`src/rmq_pkg.sv`:
```
// Shared types, branch codes and helpers for the rotation matrix to quaternion core.
`default_nettype none
package rmq_pkg;

  // Matrix entries and quaternion components are 16-bit signed fixed point.
  localparam int unsigned ElemW = 16;
  // One entry sum or difference of two entries.
  localparam int unsigned SumW  = ElemW + 1;
  // Sum of three entries (a candidate for 4q^2-1).
  localparam int unsigned CandW = ElemW + 2;

  localparam logic signed [ElemW-1:0] SatMax = 16'sh7fff;
  localparam logic signed [ElemW-1:0] SatMin = 16'sh8000;

  // Largest component chosen for the branch.
  typedef enum logic [1:0] {
    BR_W = 2'd0,
    BR_X = 2'd1,
    BR_Y = 2'd2,
    BR_Z = 2'd3
  } rmq_branch_e;

  typedef struct packed {
    logic signed [ElemW-1:0] m00;
    logic signed [ElemW-1:0] m01;
    logic signed [ElemW-1:0] m02;
    logic signed [ElemW-1:0] m10;
    logic signed [ElemW-1:0] m11;
    logic signed [ElemW-1:0] m12;
    logic signed [ElemW-1:0] m20;
    logic signed [ElemW-1:0] m21;
    logic signed [ElemW-1:0] m22;
  } rmq_in_t;

  typedef struct packed {
    logic signed [ElemW-1:0] qx;
    logic signed [ElemW-1:0] qy;
    logic signed [ElemW-1:0] qz;
    logic signed [ElemW-1:0] qw;
    logic [1:0]              branch;
    logic                    clipped;
  } rmq_out_t;

  // Words that ride along the root and reciprocal pipelines: the branch and
  // the three entry sums of the non-chosen components, in x, y, z, w order.
  typedef struct packed {
    rmq_branch_e             br;
    logic signed [SumW-1:0]  s0;
    logic signed [SumW-1:0]  s1;
    logic signed [SumW-1:0]  s2;
  } rmq_side_t;

  // Root width for a given fraction width. The radicand is
  // (best + 2^f) << f, with best < 2^17.
  function automatic int unsigned rmq_root_w(int unsigned f);
    int unsigned rw;
    int unsigned n;
    rw = (f >= 17) ? f + 1 : 18;
    n  = rw + f;
    return (n + 1) >> 1;
  endfunction

  // Saturate an 18-bit signed value to 16 bits; bit 16 of the result flags it.
  function automatic logic [ElemW:0] rmq_sat18(logic signed [ElemW+1:0] v);
    logic [ElemW:0] r;
    if (v > 18'(SatMax)) begin
      r = {1'b1, SatMax};
    end else if (v < 18'(SatMin)) begin
      r = {1'b1, SatMin};
    end else begin
      r = {1'b0, v[ElemW-1:0]};
    end
    return r;
  endfunction

endpackage
`default_nettype wire

```
`src/rmq_scale.sv`:
```
// Scale stages: sums times multiplier, floor shift, saturation, output register.
`default_nettype none
module rmq_scale
  import rmq_pkg::*;
#(
  parameter int unsigned FRAC_BITS = 14
) (
  input  wire logic                                clk_i,
  input  wire logic                                rst_ni,
  input  wire logic                                en_i,
  input  wire logic                                valid_i,
  input  wire logic [rmq_root_w(FRAC_BITS)-2:0]    big_i,
  input  wire logic [FRAC_BITS-1:0]                mult_i,
  input  wire rmq_side_t                           side_i,
  output logic                                     valid_o,
  output rmq_out_t                                 data_o
);

  localparam int unsigned BW = rmq_root_w(FRAC_BITS) - 1;
  localparam int unsigned PW = SumW + FRAC_BITS + 1;

  // Stage M: three products
  logic                   m_valid_q;
  logic signed [PW-1:0]   p0_q, p1_q, p2_q;
  logic [BW-1:0]          m_big_q;
  rmq_branch_e            m_br_q;
  logic signed [FRAC_BITS:0] mult_s;

  assign mult_s = $signed({1'b0, mult_i});

  always_ff @(posedge clk_i or negedge rst_ni) begin
    if (!rst_ni) begin
      m_valid_q <= 1'b0;
    end else if (en_i) begin
      m_valid_q <= valid_i;
    end
  end

  always_ff @(posedge clk_i) begin
    if (en_i) begin
      p0_q    <= PW'(side_i.s0) * PW'(mult_s);
      p1_q    <= PW'(side_i.s1) * PW'(mult_s);
      p2_q    <= PW'(side_i.s2) * PW'(mult_s);
      m_big_q <= big_i;
      m_br_q  <= side_i.br;
    end
  end

  // Stage S: floor shift by dropping low bits, then saturate
  logic [ElemW:0]          r0, r1, r2, rb;
  rmq_out_t                out_d;

  always_comb begin
    r0 = rmq_sat18(p0_q[PW-1:FRAC_BITS]);
    r1 = rmq_sat18(p1_q[PW-1:FRAC_BITS]);
    r2 = rmq_sat18(p2_q[PW-1:FRAC_BITS]);
    if (m_big_q > BW'(SatMax)) begin
      rb = {1'b1, SatMax};
    end else begin
      rb = {1'b0, ElemW'(m_big_q)};
    end
    out_d.branch  = m_br_q;
    out_d.clipped = r0[ElemW] | r1[ElemW] | r2[ElemW] | rb[ElemW];
    unique case (m_br_q)
      BR_W: begin
        out_d.qx = r0[ElemW-1:0];
        out_d.qy = r1[ElemW-1:0];
        out_d.qz = r2[ElemW-1:0];
        out_d.qw = rb[ElemW-1:0];
      end
      BR_X: begin
        out_d.qx = rb[ElemW-1:0];
        out_d.qy = r0[ElemW-1:0];
        out_d.qz = r1[ElemW-1:0];
        out_d.qw = r2[ElemW-1:0];
      end
      BR_Y: begin
        out_d.qx = r0[ElemW-1:0];
        out_d.qy = rb[ElemW-1:0];
        out_d.qz = r1[ElemW-1:0];
        out_d.qw = r2[ElemW-1:0];
      end
      default: begin
        out_d.qx = r0[ElemW-1:0];
        out_d.qy = r1[ElemW-1:0];
        out_d.qz = rb[ElemW-1:0];
        out_d.qw = r2[ElemW-1:0];
      end
    endcase
  end

  logic     out_valid_q;
  rmq_out_t out_q;

  always_ff @(posedge clk_i or negedge rst_ni) begin
    if (!rst_ni) begin
      out_valid_q <= 1'b0;
    end else if (en_i) begin
      out_valid_q <= m_valid_q;
    end
  end

  always_ff @(posedge clk_i) begin
    if (en_i) begin
      out_q <= out_d;
    end
  end

  assign valid_o = out_valid_q;
  assign data_o  = out_q;

endmodule
`default_nettype wire

```
`config.mk`:
```
export PLATFORM = sky130hd
export DESIGN_NAME = rmq_scale
export DESIGN_NICKNAME = d
export VERILOG_FILES = /design/src/rmq_pkg.sv /design/src/rmq_scale.sv
export SDC_FILE = /design/constraint.sdc
export NUM_CORES = 2
export LEC_CHECK = 0
export BUFFER_PORTS_ARGS = -buffer_cell sky130_fd_sc_hd__buf_2
export CAP_MARGIN = 20
export CORE_MARGIN = 10
export CORE_UTILIZATION = 60
export CTS_CLUSTER_SIZE = 28
export DETAILED_ROUTE_END_ITERATION = 6
export PLACE_DENSITY_LB_ADDON = 0.15
export SLEW_MARGIN = 20
export SYNTH_ARGS = -nofsm -noshare
export SYNTH_HDL_FRONTEND = slang
export SYNTH_SLANG_ARGS = --single-unit
```
`constraint.sdc`:
```
create_clock -name clk_i -period 3 [get_ports clk_i]
set_input_delay 0.9 -clock clk_i [delete_from_list [all_inputs] [get_ports clk_i]]
set_output_delay 0.9 -clock clk_i [all_outputs]
set_load 0.01 [all_outputs]
```
==> qor.yml <==
status: "complete, but fails checks"
violations: "setup timing"
cp_common_cell: "fa_1"
vias_per_cell: 5.43
cts_root_buffer: "clkbuf_16"
cp-end-kind: "register"
cts_buffers: 17
clk_pin_slew_ns: 0.07
maxCapViolCount: 0
grt_antenna_before_repair: 8
htreeDepth: 4
die_y_um: 251
start_kind: "input port"
postSynthCellCount: 3444
worstPathMaxFanout: 7
drt-wirelength-per-cell_um: 19.2
crit_required_ns: 3.17
drt_iter0_markers: 2049
gp_congestion: 0.950
ant_nets: 0
grt_pass1_vias: 27500
die_area_mm2: 0.0631
arrival_ns: 6.63
rsz0062_at_grt: "yes"
cts_hold_buf: 0
syn-num-nets: 4439
worstSetupPathType: "input port to register"
ys_types: 66
skew_ns: 0.0121
slew_viol_final: 0
setup_ws_ns: -3.46
core_area_mm2: 0.0528
synth_area_mm2: 0.0321
pre_cts_ws_ns: -4.18
die_width_um: 251
drc_errors: 0
synthArstFlopShare_pct: 1.43
layout-drive-gt1-share_pct: 21.6
grt_overflow: 0
io_pins: 154
max_freq_mhz: 155
vias: 24800
fin_nets: 4861
io_buffers: 153
regArea_mm2: 0.00419
ys_seq_area_share_pct: 13.1
fill_cells: 3802
yosys_warnings: 0
setup_violations: 54
wirelength_mm: 87.6
multi_input_area_mm2: 0.0255
critPathMaxStageDelay_ns: 0.55
layout_worst_path_cycle_share_pct: 215
crit_slowest_cell: "fa_1"
initial_core_util_pct: 60.8
grt_pass1_wl_mm: 143
syn_avg_cell_area_um2: 9.32
clockBufferDepth: 2
clkLatencyLatePin_ns: 0.42
hold_viol: 0
min_period_ns: 6.46
drtPass1Iterations: 7
synth_edf_count: 138
whs_ns: 0.245
max_slew_margin_pct: 30.8
cts_tree: "built"
final_core_util_pct: 73.6
row_count: 84
hp-class: "input port to asynchronous set/reset pin"
area_delta_synth_final_pct: 20.9
worst_pin_slew_ns: 1.04
fin_setup_tns_ns: -175.70
grt_max_degree: 65
clock-sinks: 140
dominantRegCellSynth: "edfxtp_1"
dp_hpwl_mm: 69.0
grt_usage_pct: 28.5
synth-seq-cells: 140
kinds of logic (layout without fill, tap and decap cells):
logic type | count (synthesis) | count (layout) | synth area share, %
mux | 3 | 3 | 0.101
fa+ha+maj | 909 | 909 | 51.5
simple gates | 1115 | 1115 | 16.9
buf+inv | 915 | 1350 | 10.7
other cells | 0 | 4 | 0
flops | 140 | 140 | 13.1
xor+xnor | 69 | 69 | 1.88
compound gates | 293 | 293 | 5.81
path summary, 6_finish.rpt:
check / from / slack [ns] / depth (start not counted) / endpoint
max: mult_i[4] / -3.46 / 26 / p2_q[23]
min: rst_ni / 0.25 / 1 / m_valid_q
max reg2reg: p1_q[31] / 0.69 / 6 / data_o[37]
min reg2reg: valid_o / 0.51 / 1 / valid_o
max in group asynchronous: rst_ni / 2.66 / 1 / valid_o
min in group clk_i: valid_o / 0.51 / 1 / valid_o
critical path: cells and delay by family:
kind	cells	cell delay (ns)
AOI/OAI and AO/OA	5	0.99
xor gates and xnor gates	1	0.15
adders and majority gates	7	3.33
buffers and inverters	11	0.96
and+or+nand+nor	2	0.28
cell usage after synthesis, drive strengths merged, types with 2 or more instances:
library cell	number	share of area (%)
xor2	15	0.41
a21oi	142	2.2
nor3	13	0.20
nand3	16	0.25
nor2b	12	0.23
ha	222	8.7
nor2	167	2.0
and2	412	8.0
fa	687	43
dfrtp	2	0.16
a21boi	2	0.047
o31ai	2	0.047
a211oi	6	0.16
or2	2	0.039
and3	11	0.21
o21bai	3	0.070
a211o	5	0.14
xnor2	54	1.5
mux2	2	0.070
o21a	11	0.26
nand2	443	5.2
inv	737	8.6
o211ai	4	0.11
nand2b	20	0.39
a2111o	2	0.070
edfxtp	138	13
or3	4	0.078
a2111oi	5	0.23
a31oi	5	0.14
a21o	21	0.49
o31a	16	0.44
and4	3	0.082
nor4	4	0.078
a22oi	2	0.047
a221oi	2	0.074
nand4	5	0.097
o21ai	54	0.89
buf	4	0.051
clkbuf	174	2.0
metal layers:
layer,part of all wire (%),track usage (%),vias up
met4,3.2,8.78,0
li1,-,-,11100
met1,38,35.0,12500
met5,0,0,-
met2,51,50.5,949
met3,7.5,4.81,187
cell usage in the layout, fill, tap and decap left out, drive strengths merged, types with 13 or more instances in the layout:
| cell type | instances |
|---|---|
| and2 | 412 |
| a21oi | 142 |
| o31a | 16 |
| inv | 745 |
| nor3 | 13 |
| edfxtp | 138 |
| nor2 | 167 |
| xnor2 | 54 |
| o21ai | 54 |
| ha | 222 |
| clkbuf | 20 |
| nand2 | 443 |
| a21o | 21 |
| fa | 687 |
| nand3 | 16 |
| buf | 570 |
| xor2 | 15 |
| nand2b | 20 |
registers in the layout, summed over array words and instances (netlist names):
signal / cells
m_big_q: 15
m_br_q: 2
m_valid_q: 1
p2_q: 18
p0_q: 18
valid_o: 1
p1_q: 18
data_o: 67
final cells by class:
cell class	count	share of cell area, %
Sequential cell	140	10.8
Tap cell	688	2.22
Antenna cell	4	0.0258
Inverter	737	7.13
Clock buffer	17	1.10
Timing Repair Buffer	581	12.5
Clock inverter	15	0.448
Multi-Input combinational cell	2389	65.8
what timing repair did:
item | CTS | global route
gates cloned | 11 | 3
hold endpoints to repair | 0 | 0
setup buffers | 35 | 26
setup endpoints to repair | 54 | 54
pin swaps | 110 | 108
gates resized for setup | 183 | 131
per-stage QoR:
stage,instance area (µm²),cells
2_1_floorplan,32300,3444
3_3_place_gp,36100,4471
3_5_place_dp,36100,4471
4_1_cts,38100,4547
5_1_grt,38800,4568
6_report,38800,4571
Power is not shown: default switching activity piles up to over one toggle a cycle in this logic, so the estimate is an artifact.
