### src/rmq_pkg.sv
// Shared types, branch codes and helpers for the rotation matrix to quaternion core.
`default_nettype none
package rmq_pkg;

  // Matrix entries and quaternion components are 16-bit signed fixed point.
  localparam int unsigned ElemW = 16;
  // One entry sum or difference of two entries.
  localparam int unsigned SumW  = ElemW + 1;
  // Sum of three entries (a candidate for 4q^2-1).
  localparam int unsigned CandW = ElemW + 2;

  localparam logic signed [ElemW-1:0] SatMax = 16'sh7fff;
  localparam logic signed [ElemW-1:0] SatMin = 16'sh8000;

  // Largest component chosen for the branch.
  typedef enum logic [1:0] {
    BR_W = 2'd0,
    BR_X = 2'd1,
    BR_Y = 2'd2,
    BR_Z = 2'd3
  } rmq_branch_e;

  typedef struct packed {
    logic signed [ElemW-1:0] m00;
    logic signed [ElemW-1:0] m01;
    logic signed [ElemW-1:0] m02;
    logic signed [ElemW-1:0] m10;
    logic signed [ElemW-1:0] m11;
    logic signed [ElemW-1:0] m12;
    logic signed [ElemW-1:0] m20;
    logic signed [ElemW-1:0] m21;
    logic signed [ElemW-1:0] m22;
  } rmq_in_t;

  typedef struct packed {
    logic signed [ElemW-1:0] qx;
    logic signed [ElemW-1:0] qy;
    logic signed [ElemW-1:0] qz;
    logic signed [ElemW-1:0] qw;
    logic [1:0]              branch;
    logic                    clipped;
  } rmq_out_t;

  // Words that ride along the root and reciprocal pipelines: the branch and
  // the three entry sums of the non-chosen components, in x, y, z, w order.
  typedef struct packed {
    rmq_branch_e             br;
    logic signed [SumW-1:0]  s0;
    logic signed [SumW-1:0]  s1;
    logic signed [SumW-1:0]  s2;
  } rmq_side_t;

  // Root width for a given fraction width. The radicand is
  // (best + 2^f) << f, with best < 2^17.
  function automatic int unsigned rmq_root_w(int unsigned f);
    int unsigned rw;
    int unsigned n;
    rw = (f >= 17) ? f + 1 : 18;
    n  = rw + f;
    return (n + 1) >> 1;
  endfunction

  // Saturate an 18-bit signed value to 16 bits; bit 16 of the result flags it.
  function automatic logic [ElemW:0] rmq_sat18(logic signed [ElemW+1:0] v);
    logic [ElemW:0] r;
    if (v > 18'(SatMax)) begin
      r = {1'b1, SatMax};
    end else if (v < 18'(SatMin)) begin
      r = {1'b1, SatMin};
    end else begin
      r = {1'b0, v[ElemW-1:0]};
    end
    return r;
  endfunction

endpackage
`default_nettype wire

### src/rmq_sqrt.sv
// Pipelined integer square root, one result bit per stage.
`default_nettype none
module rmq_sqrt
  import rmq_pkg::*;
#(
  parameter int unsigned FRAC_BITS = 14
) (
  input  wire logic                                clk_i,
  input  wire logic                                rst_ni,
  input  wire logic                                en_i,
  input  wire logic                                valid_i,
  input  wire logic [2*rmq_root_w(FRAC_BITS)-1:0]  rad_i,
  input  wire rmq_side_t                           side_i,
  output logic                                     valid_o,
  output logic [rmq_root_w(FRAC_BITS)-2:0]         big_o,
  output rmq_side_t                                side_o
);

  localparam int unsigned H  = rmq_root_w(FRAC_BITS);
  localparam int unsigned NE = 2 * H;

  logic            valid_q [H];
  logic [H+1:0]    rem_q   [H];
  logic [H-1:0]    root_q  [H];
  logic [NE-1:0]   rad_q   [H];
  rmq_side_t       side_q  [H];

  for (genvar i = 0; i < H; i++) begin : g_step
    logic          v_in;
    logic [H+1:0]  rem_in;
    logic [H-1:0]  root_in;
    logic [NE-1:0] rad_in;
    rmq_side_t     side_in;
    logic [H+1:0]  rem_sh;
    logic [H+1:0]  trial;

    if (i == 0) begin : g_first
      assign v_in    = valid_i;
      assign rem_in  = '0;
      assign root_in = '0;
      assign rad_in  = rad_i;
      assign side_in = side_i;
    end else begin : g_next
      assign v_in    = valid_q[i-1];
      assign rem_in  = rem_q[i-1];
      assign root_in = root_q[i-1];
      assign rad_in  = rad_q[i-1];
      assign side_in = side_q[i-1];
    end

    // bring down two radicand bits, try root*4+1
    always_comb begin
      rem_sh = {rem_in[H-1:0], rad_in[NE-1 -: 2]};
      trial  = {root_in, 2'b01};
    end

    always_ff @(posedge clk_i or negedge rst_ni) begin
      if (!rst_ni) begin
        valid_q[i] <= 1'b0;
      end else if (en_i) begin
        valid_q[i] <= v_in;
      end
    end

    always_ff @(posedge clk_i) begin
      if (en_i) begin
        rad_q[i]  <= {rad_in[NE-3:0], 2'b00};
        side_q[i] <= side_in;
        if (rem_sh >= trial) begin
          rem_q[i]  <= rem_sh - trial;
          root_q[i] <= {root_in[H-2:0], 1'b1};
        end else begin
          rem_q[i]  <= rem_sh;
          root_q[i] <= {root_in[H-2:0], 1'b0};
        end
      end
    end
  end

  assign valid_o = valid_q[H-1];
  assign big_o   = root_q[H-1][H-1:1];
  assign side_o  = side_q[H-1];

  // radicand is at least 2^(2F), so the root is at least 2^F
  a_root_floor: assert property (@(posedge clk_i) disable iff (!rst_ni)
    valid_q[H-1] |-> root_q[H-1] >= (H'(1) << FRAC_BITS))
    else $error("root below lower bound");

endmodule
`default_nettype wire

### config.mk
export PLATFORM = sky130hd
export DESIGN_NAME = rmq_sqrt
export DESIGN_NICKNAME = d
export VERILOG_FILES = /design/src/rmq_pkg.sv /design/src/rmq_sqrt.sv
export SDC_FILE = /design/constraint.sdc
export NUM_CORES = 1
export LEC_CHECK = 0
export ABC_AREA = 1
export BUFFER_PORTS_ARGS = -buffer_cell sky130_fd_sc_hd__buf_4
export CORE_UTILIZATION = 45
export CTS_CLUSTER_DIAMETER = 40
export DETAILED_ROUTE_END_ITERATION = 8
export SLEW_MARGIN = 15
export SYNTH_ARGS = -nofsm -noshare
export SYNTH_HDL_FRONTEND = slang
export SYNTH_SLANG_ARGS = --single-unit
### constraint.sdc
create_clock -name clk_i -period 1.8 [get_ports clk_i]
set_input_delay 0.36 -clock clk_i [delete_from_list [all_inputs] [get_ports clk_i]]
set_output_delay 0.36 -clock clk_i [all_outputs]
set_load 0.02 [all_outputs]
==> metrics.csv <==
stage,metric,value,unit
yosys,yosys.area_share.simple,11.2,%
detailed_routing,ant_nets,0,
grt,grt_pass1_vias,31000,
yosys,synthXorXnorAreaFrac,1.44,%
clock_tree,clk_pin_slew,60,ps
place,port_buffers,155,
critical_path,critPathLaunchType,flip-flop,
critical_path,crit_end,rem_q[1][31],
finish,drive_gt1_share,40.5,%
yosys,muxShareOfSynthArea,0,%
critical_path,r2r_start,rem_q[1][8],
clock_tree,clk_path_buf_depth,3,
clock_tree,cts_buffers,174,
floorplan,die_w,350,microns
floorplan,dieArea,123000,sq um
yosys,syn_area_per_cell,14.1,sq um
floorplan,pin_count,158,
detailed_routing,first_pass_iters,5,
power_and_ir_drop,switchingPower,0.0220,W
sta,fmax,484,MHz
critical_path,path_class,reg -> reg,
sta,setup_slack,-264,ps
power_and_ir_drop,p_total,0.0879,W
sta,setup_viol,198,
power_and_ir_drop,intPower,0.0659,W
clock_tree,cts_sinks,1417,
run,maxCapViolCount,0,
grt,grt-ovfl-total,0,
power_and_ir_drop,power_frac_seq,46.0,%
sta,worstMarginPinSlew,706,ps
critical_path,rr_endpoint,rem_q[1][31],
yosys,synth_nets,4093,
yosys,ys_seq_area_share,77.8,%
clock_tree,clkLatencyLatePin,780,ps
critical_path,end_kind,flip-flop,
detailed_routing,first_iter_violations,1682,
yosys,synth_cell_type_count,55,
place,gp_congestion,0.852,
critical_path,r2r_cells,11,
yosys,postSynthCellCount,3866,
finish,final_cells,6768,
yosys,syn-cell-area,54600,sq um
yosys,synth_top_family_by_area,simple AND/OR/NAND/NOR gates,
floorplan,rows,127,
sta,min_period,2060,ps
grt,grt_max_degree,131,
detailed_routing,via_per_inst,4.64,
critical_path,regToRegSetupSlack,-260,ps
detailed_routing,wire_per_inst,14.7,microns
sta,rsz0062_at_grt,true,
clock_tree,root_buffer,clkbuf_16,
floorplan,start_util,45.4,%
run_status,status,"finished, violations left",
finish,nNetsFinal,5235,
sta,slew_violations,0,
critical_path,crit_start,rem_q[1][8],
power_and_ir_drop,leakage,30.1,nW
place,dp.cells,6142,
sta,hold_viol_final,0,
power_and_ir_drop,irDropWorstVdd,0.936,mV
sta,slew_headroom,52.8,%
clock_tree,cts_tree,built,
sta,period_share,115,%
yosys,synthAdderAreaFrac,3.16,%
run_status,violations,negative setup slack,
place,hpwl,62800,microns
yosys,yosys_register_bits,1417,
power_and_ir_drop,power_per_cell_area,1160,nW/um^2
finish,area_growth,38.2,%
yosys,synth_compound_area_share,2.39,%
detailed_routing,wl,99500,microns
finish,final_core_util,62.8,%
power_and_ir_drop,pwr-share-clk,39.2,%
sta,skew,44.8,ps
power_and_ir_drop,p_sw_share,25.0,%
detailed_routing,num_vias,31400,
grt,grt_pass1_wl,155000,microns
power_and_ir_drop,comb_power_share,14.8,%
floorplan,core_area,120000,sq um
sta,finalSetupTns,-24130,ps
clock_tree,h-tree-depth,4,
yosys,yosys_warnings,0,
hold_path,worst_hold_path_type,in -> reg,
grt,grt_use_total,16.0,%
critical_path,crit_fanout,7,
floorplan,die_height,350,microns
detailed_routing,drc_errors,0,
critical_path,cp.arrival,2560,ps
critical_path,worstPathRequired,2300,ps
grt,antenna_found_initial,1,
## stage by stage
stage	setup WS (ps)	area (sq um)	hold slack, ps
after floorplan	-53.5	55600	64.4
after global placement	-360	62900	223
after detailed placement	-395	62900	228
after CTS	-244	73000	200
after global routing	-344	75400	221
final	-264	75400	284
## Yosys cell counts, drive strengths merged
master      n  area, sq um
nor3b       5         37.5
xor2       62          543
o21a        2         15.0
o21ai     107          573
nand2     823         3120
o2111ai     1         8.76
nand3     180          946
o21bai      5         37.5
or2         5         33.8
o31ai       1         7.51
edfxtp   1400        42000
a31oi       3         25.0
and2        8         50.1
dfxtp       1         20.0
nor3       52          292
a211oi      1         7.51
dfrtp      16          400
nor4        4         31.3
a21oi     100          538
inv       506         1900
a211o       1         8.76
clkbuf     19         71.3
nor2      290         1130
a21boi      2         15.0
ha        138         1730
and3        2         12.5
xnor2      28          245
buf        26          208
nand3b     19          155
nand4      51          325
o211ai      4         40.0
a21o        4         30.0
## worst min-delay path by stage
| stage | startpoint | to | cells past startpoint |
|---|---|---|---|
| after floorplan | rst_ni | g_step[10].v_in | 0 |
| after global placement | rst_ni | valid_o | 1 |
| after detailed placement | rst_ni | valid_o | 1 |
| after CTS | side_i[17] | side_q[0][17] | 2 |
| after global routing | side_i[34] | side_q[0][34] | 2 |
| final | side_i[0] | side_q[0][0] | 2 |
## layer usage
metal / vias up / track usage, % / share of wire, %
met5: - / 0 / 0
met4: 0 / 6.85 / 3.6
met3: 261 / 3.19 / 3.7
met2: 529 / 26.9 / 50
met1: 14800 / 20.1 / 43
li1: 15800 / - / -
## layout by cell type (no fill, tap or decap), types with 48 or more instances in the layout
master and n:
a21oi_2 49, buf_4 785, buf_6 92, clkbuf_16 182
dlygate4sd3_1 87, edfxtp_1 1400, ha_4 89, inv_1 397
inv_2 96, nand2_1 538, nand2_2 195, nand2_4 87
nand3_1 88, nand3_2 78, nand4_1 50, nor2_1 179
nor2_2 48, nor2_4 63, o21ai_2 55, xor2_1 59
## critical path, stage by stage, from the launching register on
cell,delay (ps)
edfxtp_1,460
ha_4,370
inv_4,50
nor2_4,110
nand2_4,90
nor3_4,150
nand2_4,90
nand3_4,150
buf_6,150
nand3_2,80
nand2_2,70
nand2_1,50
## state kept, by name, indices dropped and copies added (netlist names)
register,count
valid_o,1
side_q,848
rad_q,210
g_step.v_in,15
root_q,135
rem_q,208
## cells by family (layout without fill, tap and decap cells)
| kind of cell | Yosys count | in the layout |
|---|---|---|
| and+or+nand+nor | 1439 | 1446 |
| other | 0 | 1 |
| xor gates and xnor gates | 90 | 90 |
| DFF | 1417 | 1417 |
| AOI/OAI and AO/OA | 231 | 231 |
| buffers and inverters | 551 | 1833 |
| adders and majority gates | 138 | 138 |
## area by class of cell
cell class / instances / area [sq um]
flip-flops and latches: 1417 / 42500
clock buffers: 190 / 4440
fillers: 9045 / 44700
repair inverters: 4 / 40.0
inverters: 506 / 1960
repair buffers: 1000 / 8560
diodes: 1 / 2.50
well taps: 1612 / 2020
multi-input cells: 1905 / 14400
clock inverters: 133 / 1530
## power by group through the flow
stage / clock [W] / combinational [W] / sequential, W
after floorplan: 0 / 0.00517 / 0.0408
after global placement: 0 / 0.00952 / 0.0410
after detailed placement: 0 / 0.00962 / 0.0411
after CTS: 0.0355 / 0.0116 / 0.0404
after global routing: 0.0368 / 0.0143 / 0.0407
final: 0.0345 / 0.0130 / 0.0404
## timing repair
action,4_1_cts,5_1_grt
cloned,11,9
endpoints found under the setup margin,205,218
hold buffers,87,0
buffers inserted,131,80
endpoints found under the hold margin,101,0
pin swaps,217,288
gates resized for setup,609,517
Power figures use the tool's default switching activity.
