## config.mk

```make
export PLATFORM = sky130hd
export DESIGN_NAME = rmq_div
export DESIGN_NICKNAME = d
export VERILOG_FILES = /design/src/rmq_pkg.sv /design/src/rmq_div.sv
export SDC_FILE = /design/constraint.sdc
export NUM_CORES = 1
export LEC_CHECK = 0
export ABC_AREA = 1
export BUFFER_PORTS_ARGS = -buffer_cell sky130_fd_sc_hd__buf_2
export CORE_ASPECT_RATIO = 0.75
export CORE_MARGIN = 3
export CORE_UTILIZATION = 41
export DETAILED_ROUTE_END_ITERATION = 10
export GPL_ROUTABILITY_DRIVEN = 0
export GPL_TIMING_DRIVEN = 0
export PLACE_DENSITY = 0.6
export SETUP_SLACK_MARGIN = 0.5
export SYNTH_ARGS = -nofsm -noshare
export SYNTH_HDL_FRONTEND = slang
export SYNTH_SLANG_ARGS = --single-unit
```

## constraint.sdc

```tcl
create_clock -name clk_i -period 1.9 [get_ports clk_i]
set_clock_uncertainty 0.1 [all_clocks]
set_input_delay 0.38 -clock clk_i [delete_from_list [all_inputs] [get_ports clk_i]]
set_output_delay 0.38 -clock clk_i [all_outputs]
set_load 0.02 [all_outputs]
```

## src/rmq_pkg.sv

```systemverilog
// Shared types, branch codes and helpers for the rotation matrix to quaternion core.
`default_nettype none
package rmq_pkg;

  // Matrix entries and quaternion components are 16-bit signed fixed point.
  localparam int unsigned ElemW = 16;
  // One entry sum or difference of two entries.
  localparam int unsigned SumW  = ElemW + 1;
  // Sum of three entries (a candidate for 4q^2-1).
  localparam int unsigned CandW = ElemW + 2;

  localparam logic signed [ElemW-1:0] SatMax = 16'sh7fff;
  localparam logic signed [ElemW-1:0] SatMin = 16'sh8000;

  // Largest component chosen for the branch.
  typedef enum logic [1:0] {
    BR_W = 2'd0,
    BR_X = 2'd1,
    BR_Y = 2'd2,
    BR_Z = 2'd3
  } rmq_branch_e;

  typedef struct packed {
    logic signed [ElemW-1:0] m00;
    logic signed [ElemW-1:0] m01;
    logic signed [ElemW-1:0] m02;
    logic signed [ElemW-1:0] m10;
    logic signed [ElemW-1:0] m11;
    logic signed [ElemW-1:0] m12;
    logic signed [ElemW-1:0] m20;
    logic signed [ElemW-1:0] m21;
    logic signed [ElemW-1:0] m22;
  } rmq_in_t;

  typedef struct packed {
    logic signed [ElemW-1:0] qx;
    logic signed [ElemW-1:0] qy;
    logic signed [ElemW-1:0] qz;
    logic signed [ElemW-1:0] qw;
    logic [1:0]              branch;
    logic                    clipped;
  } rmq_out_t;

  // Words that ride along the root and reciprocal pipelines: the branch and
  // the three entry sums of the non-chosen components, in x, y, z, w order.
  typedef struct packed {
    rmq_branch_e             br;
    logic signed [SumW-1:0]  s0;
    logic signed [SumW-1:0]  s1;
    logic signed [SumW-1:0]  s2;
  } rmq_side_t;

  // Root width for a given fraction width. The radicand is
  // (best + 2^f) << f, with best < 2^17.
  function automatic int unsigned rmq_root_w(int unsigned f);
    int unsigned rw;
    int unsigned n;
    rw = (f >= 17) ? f + 1 : 18;
    n  = rw + f;
    return (n + 1) >> 1;
  endfunction

  // Saturate an 18-bit signed value to 16 bits; bit 16 of the result flags it.
  function automatic logic [ElemW:0] rmq_sat18(logic signed [ElemW+1:0] v);
    logic [ElemW:0] r;
    if (v > 18'(SatMax)) begin
      r = {1'b1, SatMax};
    end else if (v < 18'(SatMin)) begin
      r = {1'b1, SatMin};
    end else begin
      r = {1'b0, v[ElemW-1:0]};
    end
    return r;
  endfunction

endpackage
`default_nettype wire

```

## src/rmq_div.sv

```systemverilog
// Pipelined reciprocal: floor(2^(2F-2) / big), one quotient bit per stage.
`default_nettype none
module rmq_div
  import rmq_pkg::*;
#(
  parameter int unsigned FRAC_BITS = 14
) (
  input  wire logic                                clk_i,
  input  wire logic                                rst_ni,
  input  wire logic                                en_i,
  input  wire logic                                valid_i,
  input  wire logic [rmq_root_w(FRAC_BITS)-2:0]    big_i,
  input  wire rmq_side_t                           side_i,
  output logic                                     valid_o,
  output logic [rmq_root_w(FRAC_BITS)-2:0]         big_o,
  output logic [FRAC_BITS-1:0]                     mult_o,
  output rmq_side_t                                side_o
);

  localparam int unsigned BW = rmq_root_w(FRAC_BITS) - 1;
  localparam int unsigned F  = FRAC_BITS;

  // upper dividend bits above the quotient range; below big since big >= 2^(F-1)
  localparam logic [BW:0] Rem0 = (BW+1)'(1) << (F - 2);

  logic            valid_q [F];
  logic [BW:0]     rem_q   [F];
  logic [F-1:0]    quo_q   [F];
  logic [BW-1:0]   big_q   [F];
  rmq_side_t       side_q  [F];

  for (genvar i = 0; i < F; i++) begin : g_step
    logic          v_in;
    logic [BW:0]   rem_in;
    logic [F-1:0]  quo_in;
    logic [BW-1:0] big_in;
    rmq_side_t     side_in;
    logic [BW:0]   rem_sh;

    if (i == 0) begin : g_first
      assign v_in    = valid_i;
      assign rem_in  = Rem0;
      assign quo_in  = '0;
      assign big_in  = big_i;
      assign side_in = side_i;
    end else begin : g_next
      assign v_in    = valid_q[i-1];
      assign rem_in  = rem_q[i-1];
      assign quo_in  = quo_q[i-1];
      assign big_in  = big_q[i-1];
      assign side_in = side_q[i-1];
    end

    // low dividend bits are all zero
    assign rem_sh = {rem_in[BW-1:0], 1'b0};

    always_ff @(posedge clk_i or negedge rst_ni) begin
      if (!rst_ni) begin
        valid_q[i] <= 1'b0;
      end else if (en_i) begin
        valid_q[i] <= v_in;
      end
    end

    always_ff @(posedge clk_i) begin
      if (en_i) begin
        big_q[i]  <= big_in;
        side_q[i] <= side_in;
        if (rem_sh >= {1'b0, big_in}) begin
          rem_q[i] <= rem_sh - {1'b0, big_in};
          quo_q[i] <= {quo_in[F-2:0], 1'b1};
        end else begin
          rem_q[i] <= rem_sh;
          quo_q[i] <= {quo_in[F-2:0], 1'b0};
        end
      end
    end
  end

  assign valid_o = valid_q[F-1];
  assign big_o   = big_q[F-1];
  assign mult_o  = quo_q[F-1];
  assign side_o  = side_q[F-1];

  // big >= 2^(F-1) bounds the multiplier by 2^(F-1)
  a_mult_bound: assert property (@(posedge clk_i) disable iff (!rst_ni)
    valid_q[F-1] |-> quo_q[F-1] <= (F'(1) << (F - 1)))
    else $error("multiplier above bound");

endmodule
`default_nettype wire

```

==> metrics.md <==
| Metric | Value |
|---|---|
| Outcome | `finished with violations` |
| Failing checks | `negative setup slack` |
| Max-cap viol count | `0` |
| Primary FF master, synth | `edfxtp_1` |
| Die X | `419.9 um` |
| Final core utilization | `between 50% and 60%` |
| Max clock buf depth | `3` |
| Gr ovfl total | `0` |
| Initial drt markers | `between 2000 and 3000` |
| Final Hold Slack | `0.07339 ns` |
| I/O Buffers | `154` |
| First-pass GRT wire length | `~160000 um` |
| Leak Pwr | `29.03 nW` |
| Most frequent cells in the layout | `1250 x edfxtp_1, 712 x nand2_1, 438 x inv_1` |
| CP required | `2.29 ns` |
| Fin nets | `a little over 5000` |
| IO Count | `approximately 160` |
| Post-synth EDFFs | `1250` |
| Final Critical Period | `2.184 ns` |
| Root buffer cell | `clkbuf_16` |
| Hold Path Class | `input pin to register` |
| Yosys warns | `0` |
| CP endpoint kind | `register` |
| Total negative slack | `-33.22 ns` |
| RSZ-0062 raised after global routing | `yes` |
| Worst hold stages | `4` |
| Crit share post-route | `114.9%` |
| Slew Viols, Final | `0` |
| Layout cell share with drive strength beyond 1 | `37.74%` |
| Overall routing resource usage | `15.77%` |
| Critical Path AT | `approximately 2.6 ns` |
| Worst r2r src | `rem_q[0][96]` |
| Hold_sp | `big_i[0]` |
| Worst-margin pin slew | `1.143 ns` |
| Routed len/inst | `16.36 um` |
| Count of final setup violators | `about 190` |
| # clock sinks | `around 1300` |
| Wirelength, routed | `109400 um` |
| Initial antenna violation count | `4` |
| Post-synthesis cell area | `52680 um2` |
| Synth cell types | `40` |
| Synthesized instance count | `4079` |
| Worst IR Drop VDD | `0.0007146 V` |
| Setup crit start kind | `register` |
| Syn Nets | `4358` |
| Setup ws final | `-0.2836 ns` |
| Via/cell ratio | `~4.8` |
| Final hold vios | `0` |
| Die Area | `132900 um2` |
| Pre-Repair DR Iteration Count | `6` |
| Core area | `127100 um2` |
| CTS clock-pin slew for the worst setup and hold paths | `~0.07 ns` |
| Post-route insts no fill | `between 6000 and 7000` |
| Async SR Flop Fraction | `1.106%` |
| Residual DRC count | `0` |
| ANT nets after route | `0` |
| Worst Hold End | `rem_q[0][0]` |
| CTS tree | `built` |
| DPL Wire Length | `about 67000 um` |
| Maximum fanout along the worst path | `5` |
| Max frequency | `approximately 0.46 GHz` |
| Slew HR | `23.79%` |
| Pwr dens | `roughly 1300 nW/um2` |
| Dpl cell area | `roughly 58000 um2` |
| Commonest non-fill, non-tap cell in the layout | `edfxtp_1` |
| Die Span Y | `around 320 um` |
| FP Rows | `113` |
| Synth-to-Final Area Change | `34.91%` |
| H-tree depth | `3` |
| Seq/Total Area, Yosys | `71.99%` |
| Cell count after placement | `5908` |
| Skew-Pair Late Insertion Delay | `0.73 ns` |
| Yosys reg bits | `1266` |
| FF-to-FF End | `rem_q[0][120]` |
| Reg2Reg Setup Slack | `-0.28 ns` |
| Cell area after layout | `71070 um2` |
| CP Class | `register to register` |
| Starting density of the core | `41.45%` |
| Routed vias | `32330` |
| Reg2reg path depth | `11` |
| Vias in the first global route | `30510` |
| CTS buffer count | `121` |
| Mean Syn Cell Area | `12.92 um2` |
| Largest net degree at the start of global routing | `124` |
cells in the mapped netlist (19+ instances only):
| cell type | count | area share (%) |
|---|---|---|
| a21oi_1 | 136 | 1.3 |
| and2_1 | 23 | 0.27 |
| buf_6 | 19 | 0.41 |
| clkbuf_1 | 19 | 0.14 |
| edfxtp_1 | 1250 | 71 |
| ha_1 | 195 | 4.6 |
| inv_1 | 552 | 3.9 |
| nand2_1 | 1036 | 7.4 |
| nand2_2 | 43 | 0.51 |
| nand3_1 | 247 | 2.3 |
| nand3b_1 | 35 | 0.50 |
| nand4_1 | 44 | 0.52 |
| nor2_1 | 138 | 0.98 |
| nor3_1 | 26 | 0.25 |
| o21ai_0 | 29 | 0.28 |
| o21ai_1 | 24 | 0.23 |
| o21ai_2 | 52 | 0.86 |
| xnor2_1 | 52 | 0.86 |
| xor2_1 | 39 | 0.65 |
where the power goes:
| group | switching, mW | leakage [nW] | internal, mW | total (mW) |
|---|---|---|---|---|
| Combinational | 15.8 | 14.6 | 13.7 | 29.5 |
| Sequential | 2.20 | 12.4 | 34.9 | 37.1 |
| Clock | 10.4 | 1.97 | 14.0 | 24.4 |
| Total | 28.4 | 29.0 | 62.6 | 91.0 |
state kept, by name, indices dropped and copies added, names as in the netlist:
name and cells:
big_q 210, g_step.v_in 13, quo_q 105, rem_q 195, side_q 742, valid_o 1
final cells by class:
type / instances / area, um2
tap: 1667 / 2086
clock buffer: 139 / 3117
clock inverter: 89 / 968.4
timing repair buffer: 714 / 6922
multi-input combinational: 2187 / 17030
buffer: 64 / 819.5
inverter: 562 / 2202
sequential: 1266 / 37930
antenna: 1 / 2.502
fill: 9881 / 56030
worst max-delay path: stages (launching register included):
cell      delay [ns]
edfxtp_1        0.43
inv_2           0.06
fa_2            0.44
nor2_2          0.14
o21ai_2         0.10
nand3_2         0.10
nand2_2         0.08
nand2_4         0.13
inv_8           0.07
buf_8           0.15
nand2_2         0.05
o21ai_1         0.06
metal layers:
metal	vias to the layer above	GRT usage [%]	share of wire, %
li1	15690	-	-
met5	-	0	0.012
met2	793	23.92	45
met1	15660	23.00	47
met3	193	3.526	5.6
met4	2	4.142	2.3
worst max-delay path by stage:
stage	from	to	slack, ns	cells after the start
after floorplan	big_q[0][105]	rem_q[1][5]	-0.06	12
after global placement	en_i	rem_q[0][53]	-16.82	10
after detailed placement	en_i	quo_q[1][70]	-2.22	6
after CTS	big_q[0][106]	rem_q[1][12]	-0.27	12
after global routing	big_q[0][105]	rem_q[1][12]	-0.33	12
final	rem_q[0][96]	rem_q[0][120]	-0.28	11
cell families after synthesis:
logic type	after synthesis	synth area share, %
xor gates and xnor gates	91	1.513
DFF	1266	71.99
and+or+nand+nor	1632	13.53
buffers and inverters	626	4.954
AOI/OAI and AO/OA	257	2.926
adders and majority gates	207	5.087
metrics by stage:
| stage | power, mW | worst slack (ns) |
|---|---|---|
| 2_1_floorplan | 52.16 | -0.06197 |
| 3_3_place_gp | 57.69 | -16.82 |
| 3_5_place_dp | 57.48 | -2.217 |
| 4_1_cts | 87.17 | -0.2678 |
| 5_1_grt | 95.82 | -0.3252 |
| 6_report | 90.96 | -0.2836 |
repair_timing:
item	4_1_cts	5_1_grt
hold buffers	74	5
gates cloned	34	9
pin swaps	201	187
gates resized for setup	504	552
setup buffers	284	147
endpoints found under the hold margin	147	5
endpoints found under the setup margin	1299	358
(Power assumes the default switching activity.)
