--- config.mk ---
export PLATFORM = sky130hd
export DESIGN_NAME = rmq_front
export DESIGN_NICKNAME = d
export VERILOG_FILES = /design/src/rmq_pkg.sv /design/src/rmq_front.sv
export SDC_FILE = /design/constraint.sdc
export NUM_CORES = 1
export LEC_CHECK = 0
export BUFFER_PORTS_ARGS = -buffer_cell sky130_fd_sc_hd__buf_2
export CAP_MARGIN = 20
export CORE_UTILIZATION = 48
export DETAILED_ROUTE_END_ITERATION = 6
export HOLD_SLACK_MARGIN = 0.08
export PLACE_DENSITY = 0.68
export SYNTH_ARGS = -nofsm -noshare
export SYNTH_HDL_FRONTEND = slang
export SYNTH_SLANG_ARGS = --single-unit
--- constraint.sdc ---
create_clock -name clk_i -period 15.72 [get_ports clk_i]
set_input_delay 2.358 -clock clk_i [delete_from_list [all_inputs] [get_ports clk_i]]
set_output_delay 2.358 -clock clk_i [all_outputs]
set_load 0.05 [all_outputs]
--- src/rmq_pkg.sv ---
// Shared types, branch codes and helpers for the rotation matrix to quaternion core.
`default_nettype none
package rmq_pkg;

  // Matrix entries and quaternion components are 16-bit signed fixed point.
  localparam int unsigned ElemW = 16;
  // One entry sum or difference of two entries.
  localparam int unsigned SumW  = ElemW + 1;
  // Sum of three entries (a candidate for 4q^2-1).
  localparam int unsigned CandW = ElemW + 2;

  localparam logic signed [ElemW-1:0] SatMax = 16'sh7fff;
  localparam logic signed [ElemW-1:0] SatMin = 16'sh8000;

  // Largest component chosen for the branch.
  typedef enum logic [1:0] {
    BR_W = 2'd0,
    BR_X = 2'd1,
    BR_Y = 2'd2,
    BR_Z = 2'd3
  } rmq_branch_e;

  typedef struct packed {
    logic signed [ElemW-1:0] m00;
    logic signed [ElemW-1:0] m01;
    logic signed [ElemW-1:0] m02;
    logic signed [ElemW-1:0] m10;
    logic signed [ElemW-1:0] m11;
    logic signed [ElemW-1:0] m12;
    logic signed [ElemW-1:0] m20;
    logic signed [ElemW-1:0] m21;
    logic signed [ElemW-1:0] m22;
  } rmq_in_t;

  typedef struct packed {
    logic signed [ElemW-1:0] qx;
    logic signed [ElemW-1:0] qy;
    logic signed [ElemW-1:0] qz;
    logic signed [ElemW-1:0] qw;
    logic [1:0]              branch;
    logic                    clipped;
  } rmq_out_t;

  // Words that ride along the root and reciprocal pipelines: the branch and
  // the three entry sums of the non-chosen components, in x, y, z, w order.
  typedef struct packed {
    rmq_branch_e             br;
    logic signed [SumW-1:0]  s0;
    logic signed [SumW-1:0]  s1;
    logic signed [SumW-1:0]  s2;
  } rmq_side_t;

  // Root width for a given fraction width. The radicand is
  // (best + 2^f) << f, with best < 2^17.
  function automatic int unsigned rmq_root_w(int unsigned f);
    int unsigned rw;
    int unsigned n;
    rw = (f >= 17) ? f + 1 : 18;
    n  = rw + f;
    return (n + 1) >> 1;
  endfunction

  // Saturate an 18-bit signed value to 16 bits; bit 16 of the result flags it.
  function automatic logic [ElemW:0] rmq_sat18(logic signed [ElemW+1:0] v);
    logic [ElemW:0] r;
    if (v > 18'(SatMax)) begin
      r = {1'b1, SatMax};
    end else if (v < 18'(SatMin)) begin
      r = {1'b1, SatMin};
    end else begin
      r = {1'b0, v[ElemW-1:0]};
    end
    return r;
  endfunction

endpackage
`default_nettype wire

--- src/rmq_front.sv ---
// Front stages: entry sums, candidates, branch pick and radicand.
`default_nettype none
module rmq_front
  import rmq_pkg::*;
#(
  parameter int unsigned FRAC_BITS = 14
) (
  input  wire logic                      clk_i,
  input  wire logic                      rst_ni,
  input  wire logic                      en_i,
  input  wire logic                      valid_i,
  input  wire rmq_in_t                   data_i,
  output logic                           valid_o,
  output logic [2*rmq_root_w(FRAC_BITS)-1:0] rad_o,
  output rmq_side_t                      side_o
);

  localparam int unsigned H  = rmq_root_w(FRAC_BITS);
  localparam int unsigned NE = 2 * H;

  // Stage A: candidates and entry sums
  logic                     a_valid_q;
  logic signed [CandW-1:0]  cand_q [4];
  logic signed [SumW-1:0]   d12_q, d20_q, d01_q, p01_q, p20_q, p12_q;
  logic signed [CandW-1:0]  cand_d [4];

  always_comb begin
    cand_d[0] = CandW'(data_i.m00) + CandW'(data_i.m11) + CandW'(data_i.m22);
    cand_d[1] = CandW'(data_i.m00) - CandW'(data_i.m11) - CandW'(data_i.m22);
    cand_d[2] = CandW'(data_i.m11) - CandW'(data_i.m00) - CandW'(data_i.m22);
    cand_d[3] = CandW'(data_i.m22) - CandW'(data_i.m00) - CandW'(data_i.m11);
  end

  always_ff @(posedge clk_i or negedge rst_ni) begin
    if (!rst_ni) begin
      a_valid_q <= 1'b0;
    end else if (en_i) begin
      a_valid_q <= valid_i;
    end
  end

  always_ff @(posedge clk_i) begin
    if (en_i) begin
      cand_q <= cand_d;
      d12_q  <= SumW'(data_i.m12) - SumW'(data_i.m21);
      d20_q  <= SumW'(data_i.m20) - SumW'(data_i.m02);
      d01_q  <= SumW'(data_i.m01) - SumW'(data_i.m10);
      p01_q  <= SumW'(data_i.m01) + SumW'(data_i.m10);
      p20_q  <= SumW'(data_i.m20) + SumW'(data_i.m02);
      p12_q  <= SumW'(data_i.m12) + SumW'(data_i.m21);
    end
  end

  // Stage B: largest candidate, earlier one wins a tie
  logic signed [CandW-1:0] best;
  rmq_branch_e             br;
  rmq_side_t               side_d;
  logic [NE-1:0]           rad_d;

  always_comb begin
    best = cand_q[0];
    br   = BR_W;
    if (cand_q[1] > best) begin
      best = cand_q[1];
      br   = BR_X;
    end
    if (cand_q[2] > best) begin
      best = cand_q[2];
      br   = BR_Y;
    end
    if (cand_q[3] > best) begin
      best = cand_q[3];
      br   = BR_Z;
    end
  end

  // best is never negative: the candidates sum to zero
  always_comb begin
    rad_d = (NE'(best[CandW-2:0]) + (NE'(1) << FRAC_BITS)) << FRAC_BITS;
    side_d.br = br;
    unique case (br)
      BR_W: begin
        side_d.s0 = d12_q;
        side_d.s1 = d20_q;
        side_d.s2 = d01_q;
      end
      BR_X: begin
        side_d.s0 = p01_q;
        side_d.s1 = p20_q;
        side_d.s2 = d12_q;
      end
      BR_Y: begin
        side_d.s0 = p01_q;
        side_d.s1 = p12_q;
        side_d.s2 = d20_q;
      end
      default: begin
        side_d.s0 = p20_q;
        side_d.s1 = p12_q;
        side_d.s2 = d01_q;
      end
    endcase
  end

  logic          b_valid_q;
  logic [NE-1:0] rad_q;
  rmq_side_t     side_q;

  always_ff @(posedge clk_i or negedge rst_ni) begin
    if (!rst_ni) begin
      b_valid_q <= 1'b0;
    end else if (en_i) begin
      b_valid_q <= a_valid_q;
    end
  end

  always_ff @(posedge clk_i) begin
    if (en_i) begin
      rad_q  <= rad_d;
      side_q <= side_d;
    end
  end

  assign valid_o = b_valid_q;
  assign rad_o   = rad_q;
  assign side_o  = side_q;

endmodule
`default_nettype wire

==> run_results.csv, run 1 <==
group,metric,value,unit
setup_path,cp_max_fo,73,
setup_path,worstPathArrival,9.31,ns
detailed_routing,wirelength,45.7,mm
sta,finClkSkew,0.0362,ns
global_routing,track_usage,0.225,
cts,clkSlewWorstSetupHoldPaths,0.06,ns
setup_path,cp_slowest_cell,"o41a_2",
synthesis,ys_types,67,
synthesis,ys_seq_area_frac,0.388,
run_status,status,"complete, no violations",
sta,finalHoldViolCount,0,
cts,holdBufCountCts,0,
placement,globalplace.congestion,0.921,
flow_run,cap_violations,0,
synthesis,yosysMostFrequentCell,"inv_1",
setup_path,endpoint_kind,"flop",
detailed_routing,ant_nets,0,
finish,fin_util,0.551,
setup_path,path_class,"flop to flop",
synthesis,ys_ff_latch,244,
synthesis,syn_avg_cell_area,10.2,um2
finish,area.growth.synth_to_final,12.9,%
global_routing,gr-total-overflow,0,
setup_path,path_depth,31,
detailed_routing,top_layer,"met5",
setup_path,cpPeakStageDelay,0.69,ns
setup_path,crit_family,"simple AND/OR/NAND/NOR gates",
detailed_routing,wl_met3,2.48,mm
cts,post_cts_buffers,0,
sta,finalCritPeriodShare,0.574,
synthesis,synthMuxAreaShare,0.0315,
setup_path,reg2reg_depth,31,
synthesis,yosysWarnings,0,
detailed_routing,drtIter0Drc,999,
detailed_routing,vias,13839,
cts,cts_sinks,244,
die,ios,234,
finish,fillCellCount,3414,
global_routing,grt_pass1_wl,71.6,mm
sta,setup_tns,0,ns
global_routing,antenna_found_initial,10,
sta,rsz0062_at_grt,"false",
placement,place_hpwl,36.0,mm
power,powerDensity,194,nW/um2
synthesis,synth_top_family_by_area,"adder cells",
cts,numCtsBuffers,27,
cts,htreeDepth,1,
synthesis,synth_edf_count,242,
cts,ctsResizeCount,0,
synthesis,synth_compound_area_frac,0.134,
synthesis,synth_fa_ha_area_frac,0.220,
finish,layout-drive-gt1-share,0.139,
die,die_width,200,um
synthesis,async_reset_ff_frac,0.00820,
synthesis,synth_area_leaders,"edfxtp_1 (39%), ha_1 (14%), fa_1 (7.5%), inv_1 (5.0%), xnor2_1 (4.0%)",
synthesis,synthCells,1848,
sta,fmaxAchievable,0.111,GHz
synthesis,syn_area,18800,um2
worst_hold_path,hold_path_class,"flop to flop",
power,max-vdd-ir-drop,226,uV
detailed_routing,drc,0,
sta,fin_crit,9.03,ns
power,power,4.13,mW
global_routing,grt_max_degree,113,
cts,clock_tree.buffer_depth,3,
power,total_leakage_power,9.37,nW
die,coreArea,38600,um2
detailed_routing,wl_met2,19.4,mm
sta,tightest_slew,1.03,ns
global_routing,grt_pass1_vias,13470,
setup_path,path_buf_inv,2,
worst_hold_path,worstHoldPathCells,1,
die,initial_utilization,0.488,
finish,nets,2488,
synthesis,synth_top_area_share,0.386,
setup_path,crit_path_start_kind,"flop",
synthesis,synth_common_cells,"inv_1 (250), edfxtp_1 (242), ha_1 (217)",
placement,portBuffers,219,
detailed_routing,vias_per_cell,5.32,
sta,finalSetupViolations,0,
cts,cts_tree,"yes",
sta,slew_headroom,0.311,
die,dieArea,40100,um2
synthesis,synth_largest_area_cell,"edfxtp_1",
cts,clk_latency,0.56,ns
cts,clock-root-buffer,"clkbuf_16",
detailed_routing,drt_first_pass_iters,5,
detailed_routing,drt-met1-wl,22.8,mm
detailed_routing,wl_per_cell,17.6,um
synthesis,synthSimpleGateAreaFrac,0.111,
synthesis,ys.flop_type,"edfxtp_1",
synthesis,synthXorXnorAreaFrac,0.0483,
die,floorplan.rows,72,
die,die_y,200,um
setup_path,cp_data_required_time,16.00,ns
sta,drv_slew,0,
-- worst paths after layout --
kind                             from    endpoint  slack (ns)
hold reg to reg               valid_o     valid_o        0.50
min in group asynchronous      rst_ni   a_valid_q        1.60
setup reg to reg           cand_q[40]  side_o[17]        6.69
setup / recovery           cand_q[40]  side_o[17]        6.69
hold / removal                valid_o     valid_o        0.50
max in group asynchronous      rst_ni     valid_o       14.03
-- cell families (layout without fill, tap and decap cells) --
group                    after synthesis  count (layout)
multiplexers                          58              58
adder cells (fa/ha/maj)              288             288
AO/OA/AOI/OAI                        413             413
XOR/XNOR                             103             103
AND/OR/NAND/NOR                      428             428
buffers and inverters                313             525
other                                  1              22
flip-flops                           244             244
-- power by group --
| group | switching [mW] | leakage [nW] | total, mW | internal [mW] |
|---|---|---|---|---|
| combinational | 1.55 | 6.54 | 2.31 | 0.760 |
| sequential | 0.112 | 2.39 | 1.19 | 1.08 |
| clock | 0.262 | 0.430 | 0.625 | 0.364 |
-- area by class of cell --
cell class                      instances  area [um2]  area share
Inverter                              250         938      0.0441
Antenna cell                            8        20.0    0.000941
Multi-Input combinational cell       1304       10300       0.485
Clock inverter                         21         190     0.00894
Sequential cell                       244        7320       0.344
Timing Repair Buffer                  225        1150      0.0541
Clock buffer                           29         683      0.0321
Tap cell                              518         648      0.0305
-- placed cells by master, fill, tap and decap left out, types with 7 or more instances in the layout --
master and count:
a2111oi_0 7, a21boi_0 18, a21o_1 22, a21oi_1 104
a31oi_1 12, and2_1 11, and3_1 15, buf_2 218
clkbuf_16 27, clkinv_2 8, conb_1 14, diode_2 8
edfxtp_1 242, fa_1 71, ha_1 217, inv_1 250
mux2i_1 51, nand2_1 92, nand2b_1 13, nand3_1 14
nand4_1 16, nor2_1 138, nor2b_1 26, nor3_1 44
nor4_1 15, o21a_1 8, o21ai_0 136, o21ai_1 12
o21bai_1 19, o22a_1 17, o22ai_1 9, o41ai_1 7
or3_1 12, xnor2_1 85, xor2_1 17
-- flip-flops by register name, summed over array words and instances (netlist names) --
name and flops:
rad_o 18, a_valid_q 1, valid_o 1, d20_q 17, p12_q 17, d01_q 17, side_o 53, p20_q 16
d12_q 16, p01_q 16, cand_q 72
-- per-stage QoR --
step	instances	area, um2	setup WS [ns]	hold slack (ns)
after global routing	2596	21300	5.98	0.542
after CTS	2591	21300	6.69	0.506
after detailed placement	2541	20400	6.76	0.493
final	2599	21300	6.69	0.501
after floorplan	1861	18900	8.09	0.475
after global placement	2541	20400	7.04	0.483
-- layer usage --
| layer | track usage | up-vias |
|---|---|---|
| met5 | 0 | - |
| met4 | 0.0684 | 2 |
| met3 | 0.0278 | 57 |
| met2 | 0.330 | 410 |
| met1 | 0.345 | 6515 |
| li1 | - | 6855 |
Power figures use the tool's default switching activity.
==> inputs of run 2 (changes only) <==
--- a/config.mk
+++ b/config.mk
@@ -5,12 +5,13 @@
 export SDC_FILE = /design/constraint.sdc
 export NUM_CORES = 1
 export LEC_CHECK = 0
+export ABC_AREA = 1
 export BUFFER_PORTS_ARGS = -buffer_cell sky130_fd_sc_hd__buf_2
 export CAP_MARGIN = 20
 export CORE_UTILIZATION = 48
 export DETAILED_ROUTE_END_ITERATION = 6
 export HOLD_SLACK_MARGIN = 0.08
-export PLACE_DENSITY = 0.68
+export PLACE_DENSITY = 0.71
 export SYNTH_ARGS = -nofsm -noshare
 export SYNTH_HDL_FRONTEND = slang
 export SYNTH_SLANG_ARGS = --single-unit
==> constraint.sdc (replaced) <==
create_clock -name clk_i -period 7.7 [get_ports clk_i]
set_input_delay 1.155 -clock clk_i [delete_from_list [all_inputs] [get_ports clk_i]]
set_output_delay 1.155 -clock clk_i [all_outputs]
set_load 0.05 [all_outputs]
==> run 2 against run 1 <==
- final cell count is 0.31% lower
- final area decreased by 3.4%
- critical path depth rose by 12
- maximum frequency increased by 31%
- count of clock-buffer cells in the layout grew 2
- die area shrank 3.8%
- routed wire length down 6.3%
- register-to-register slack lost 5.9 ns
- via count decreased by 2.7%
- sequential cell count unchanged
- critical endpoint is now rad_o[30]
==> run_results.csv, run 2 <==
group,metric,value,unit
run_status,status,"complete, no violations",
sta,setup_ws,0.805,ns
setup_path,reg2reg_to,"rad_o[30]",
finish,seq_area,7320,um2
die,die_y,196,um
worst_hold_path,hold_path_class,"primary input to asynchronous set/reset pin",
detailed_routing,vias,13463,
setup_path,cp_max_fo,28,
global_routing,grt_pass1_vias,13329,
synthesis,syn_avg_cell_area,9.77,um2
sta,drv_slew,0,
cts,clk_latency,0.53,ns
finish,area.growth.synth_to_final,13.4,%
synthesis,yosysMostFrequentCell,"nand2_1",
die,initial_utilization,0.491,
finish,final_common_cell,"nand2_1",
die,floorplan.rows,70,
cts,htreeDepth,1,
setup_path,timing.rr.start,"cand_q[53]",
detailed_routing,drc,0,
setup_path,crit_path_start_kind,"flop",
die,ios,234,
sta,fin_crit,6.90,ns
cts,numCtsBuffers,27,
synthesis,syn_area,18100,um2
placement,post-place-cells,2539,
setup_path,crit_top_cell,"nand2_1",
cts,cts_tree,"yes",
setup_path,endpoint_kind,"flop",
finish,largest_reg_flops,72,
sta,slew_headroom,0.334,
flow_run,cap_violations,0,
die,coreArea,36900,um2
synthesis,ys_types,43,
finish,multi_input_area,9620,um2
finish,fillCellCount,3192,
global_routing,grt_max_degree,93,
finish,final_cell_mix,"nand2_1 (384), inv_1 (251), edfxtp_1 (242)",
global_routing,antenna_found_initial,0,
cts,holdBufCountCts,0,
synthesis,yosysWarnings,0,
finish,stdcell_count,2591,
finish,largest-register,"cand_q",
placement,globalplace.congestion,0.915,
setup_path,cpPeakStageDelay,0.38,ns
global_routing,track_usage,0.220,
setup_path,cp_slowest_cell,"edfxtp_1",
setup_path,reg2reg_slack,0.80,ns
synthesis,ys_ff_latch,244,
detailed_routing,drtIter0Drc,1039,
cts,clkSlewWorstSetupHoldPaths,0.07,ns
detailed_routing,wl_per_cell,16.5,um
detailed_routing,vias_per_cell,5.20,
sta,finClkSkew,0.0121,ns
cts,clock-root-buffer,"clkbuf_16",
sta,fmaxAchievable,0.145,GHz
placement,place_hpwl,33.8,mm
detailed_routing,ant_nets,0,
synthesis,synth_top_area_share,0.401,
cts,cts_sinks,244,
detailed_routing,wirelength,42.8,mm
synthesis,async_reset_ff_frac,0.00820,
synthesis,ys.flop_type,"edfxtp_1",
sta,finalSetupViolations,0,
synthesis,synth_edf_count,242,
synthesis,synth_common_cells,"nand2_1 (385), inv_1 (252), edfxtp_1 (242)",
finish,antennaDiodeCount,0,
sta,holdWs,0.400,ns
die,dieArea,38500,um2
synthesis,synthCells,1854,
synthesis,synth_largest_area_cell,"edfxtp_1",
placement,dpl_worst_slack,0.224,ns
finish,nets,2503,
setup_path,path_class,"flop to flop",
finish,layout-drive-gt1-share,0.143,
detailed_routing,drt_first_pass_iters,5,
cts,clock_tree.buffer_depth,3,
placement,portBuffers,219,
sta,finalHoldViolCount,0,
setup_path,cp_data_required_time,7.99,ns
global_routing,grt_pass1_wl,67.2,mm
global_routing,gr-total-overflow,0,
sta,finalCritPeriodShare,0.895,
synthesis,synth_area_leaders,"edfxtp_1 (40%), ha_1 (15%), nand2_1 (8.0%), fa_1 (7.8%), xor2_1 (6.0%)",
setup_path,reg2reg_depth,43,
die,die_width,196,um
sta,tightest_slew,0.998,ns
synthesis,ys_seq_area_frac,0.404,
setup_path,worstPathArrival,7.18,ns
run 2: cell families (layout without fill, tap and decap cells):
logic type | after synthesis | after routing | synth area share
fa+ha+maj | 288 | 288 | 0.228
other cells | 1 | 14 | 0.000207
flops | 244 | 244 | 0.404
buf+inv | 310 | 527 | 0.0700
compound gates | 286 | 286 | 0.0869
simple gates | 581 | 584 | 0.141
xor+xnor | 144 | 144 | 0.0696
run 2: per-stage QoR:
stage                      util  cell area (um2)  TNS (ns)
after detailed placement  0.532            19600         0
after floorplan               -            18200         0
after global routing      0.557            20500   -0.0304
after global placement    0.532            19600         0
after CTS                 0.556            20500         0
final                     0.557            20500         0
run 2: layout make-up:
cell class,instances,share of cell area
Inverter,253,0.0462
Clock inverter,18,0.00889
Clock buffer,31,0.0336
Tap cell,504,0.0307
Timing Repair Buffer,225,0.0562
Multi-Input combinational cell,1316,0.468
Sequential cell,244,0.356
run 2: critical path: cells and delay by family, from the launching register on:
kind	cells	cell delay, ns
compound gates	10	1.53
fa+ha+maj	4	1.19
xor+xnor	1	0.20
simple gates	22	2.59
flops	1	0.38
buf+inv	6	0.75
run 2: routing by layer:
metal / track usage / routed length [um]
met1: 0.291 / 18600
met2: 0.377 / 20600
met3: 0.0272 / 2380
met4: 0.0651 / 1180
met5: 0 / 0
run 2: worst max-delay path by stage:
stage                  to  startpoint  slack, ns  cells past startpoint
2_1_floorplan   rad_o[30]  cand_q[53]       1.45                     43
3_3_place_gp   side_o[37]  cand_q[53]       0.59                     41
3_5_place_dp   side_o[42]  cand_q[53]       0.22                     42
4_1_cts        side_o[42]  cand_q[53]       0.16                     42
5_1_grt         rad_o[30]  cand_q[53]      -0.03                     41
6_report        rad_o[30]  cand_q[53]       0.80                     43
run 2: repair_timing:
item,4_1_cts,5_1_grt
resized for setup,0,5
setup buffers,0,0
endpoints found under the setup margin,0,67
Power of run 2 is left out: the tool's default activity adds up to more than one toggle a clock period on the data nets, which glitch-free logic cannot reach.
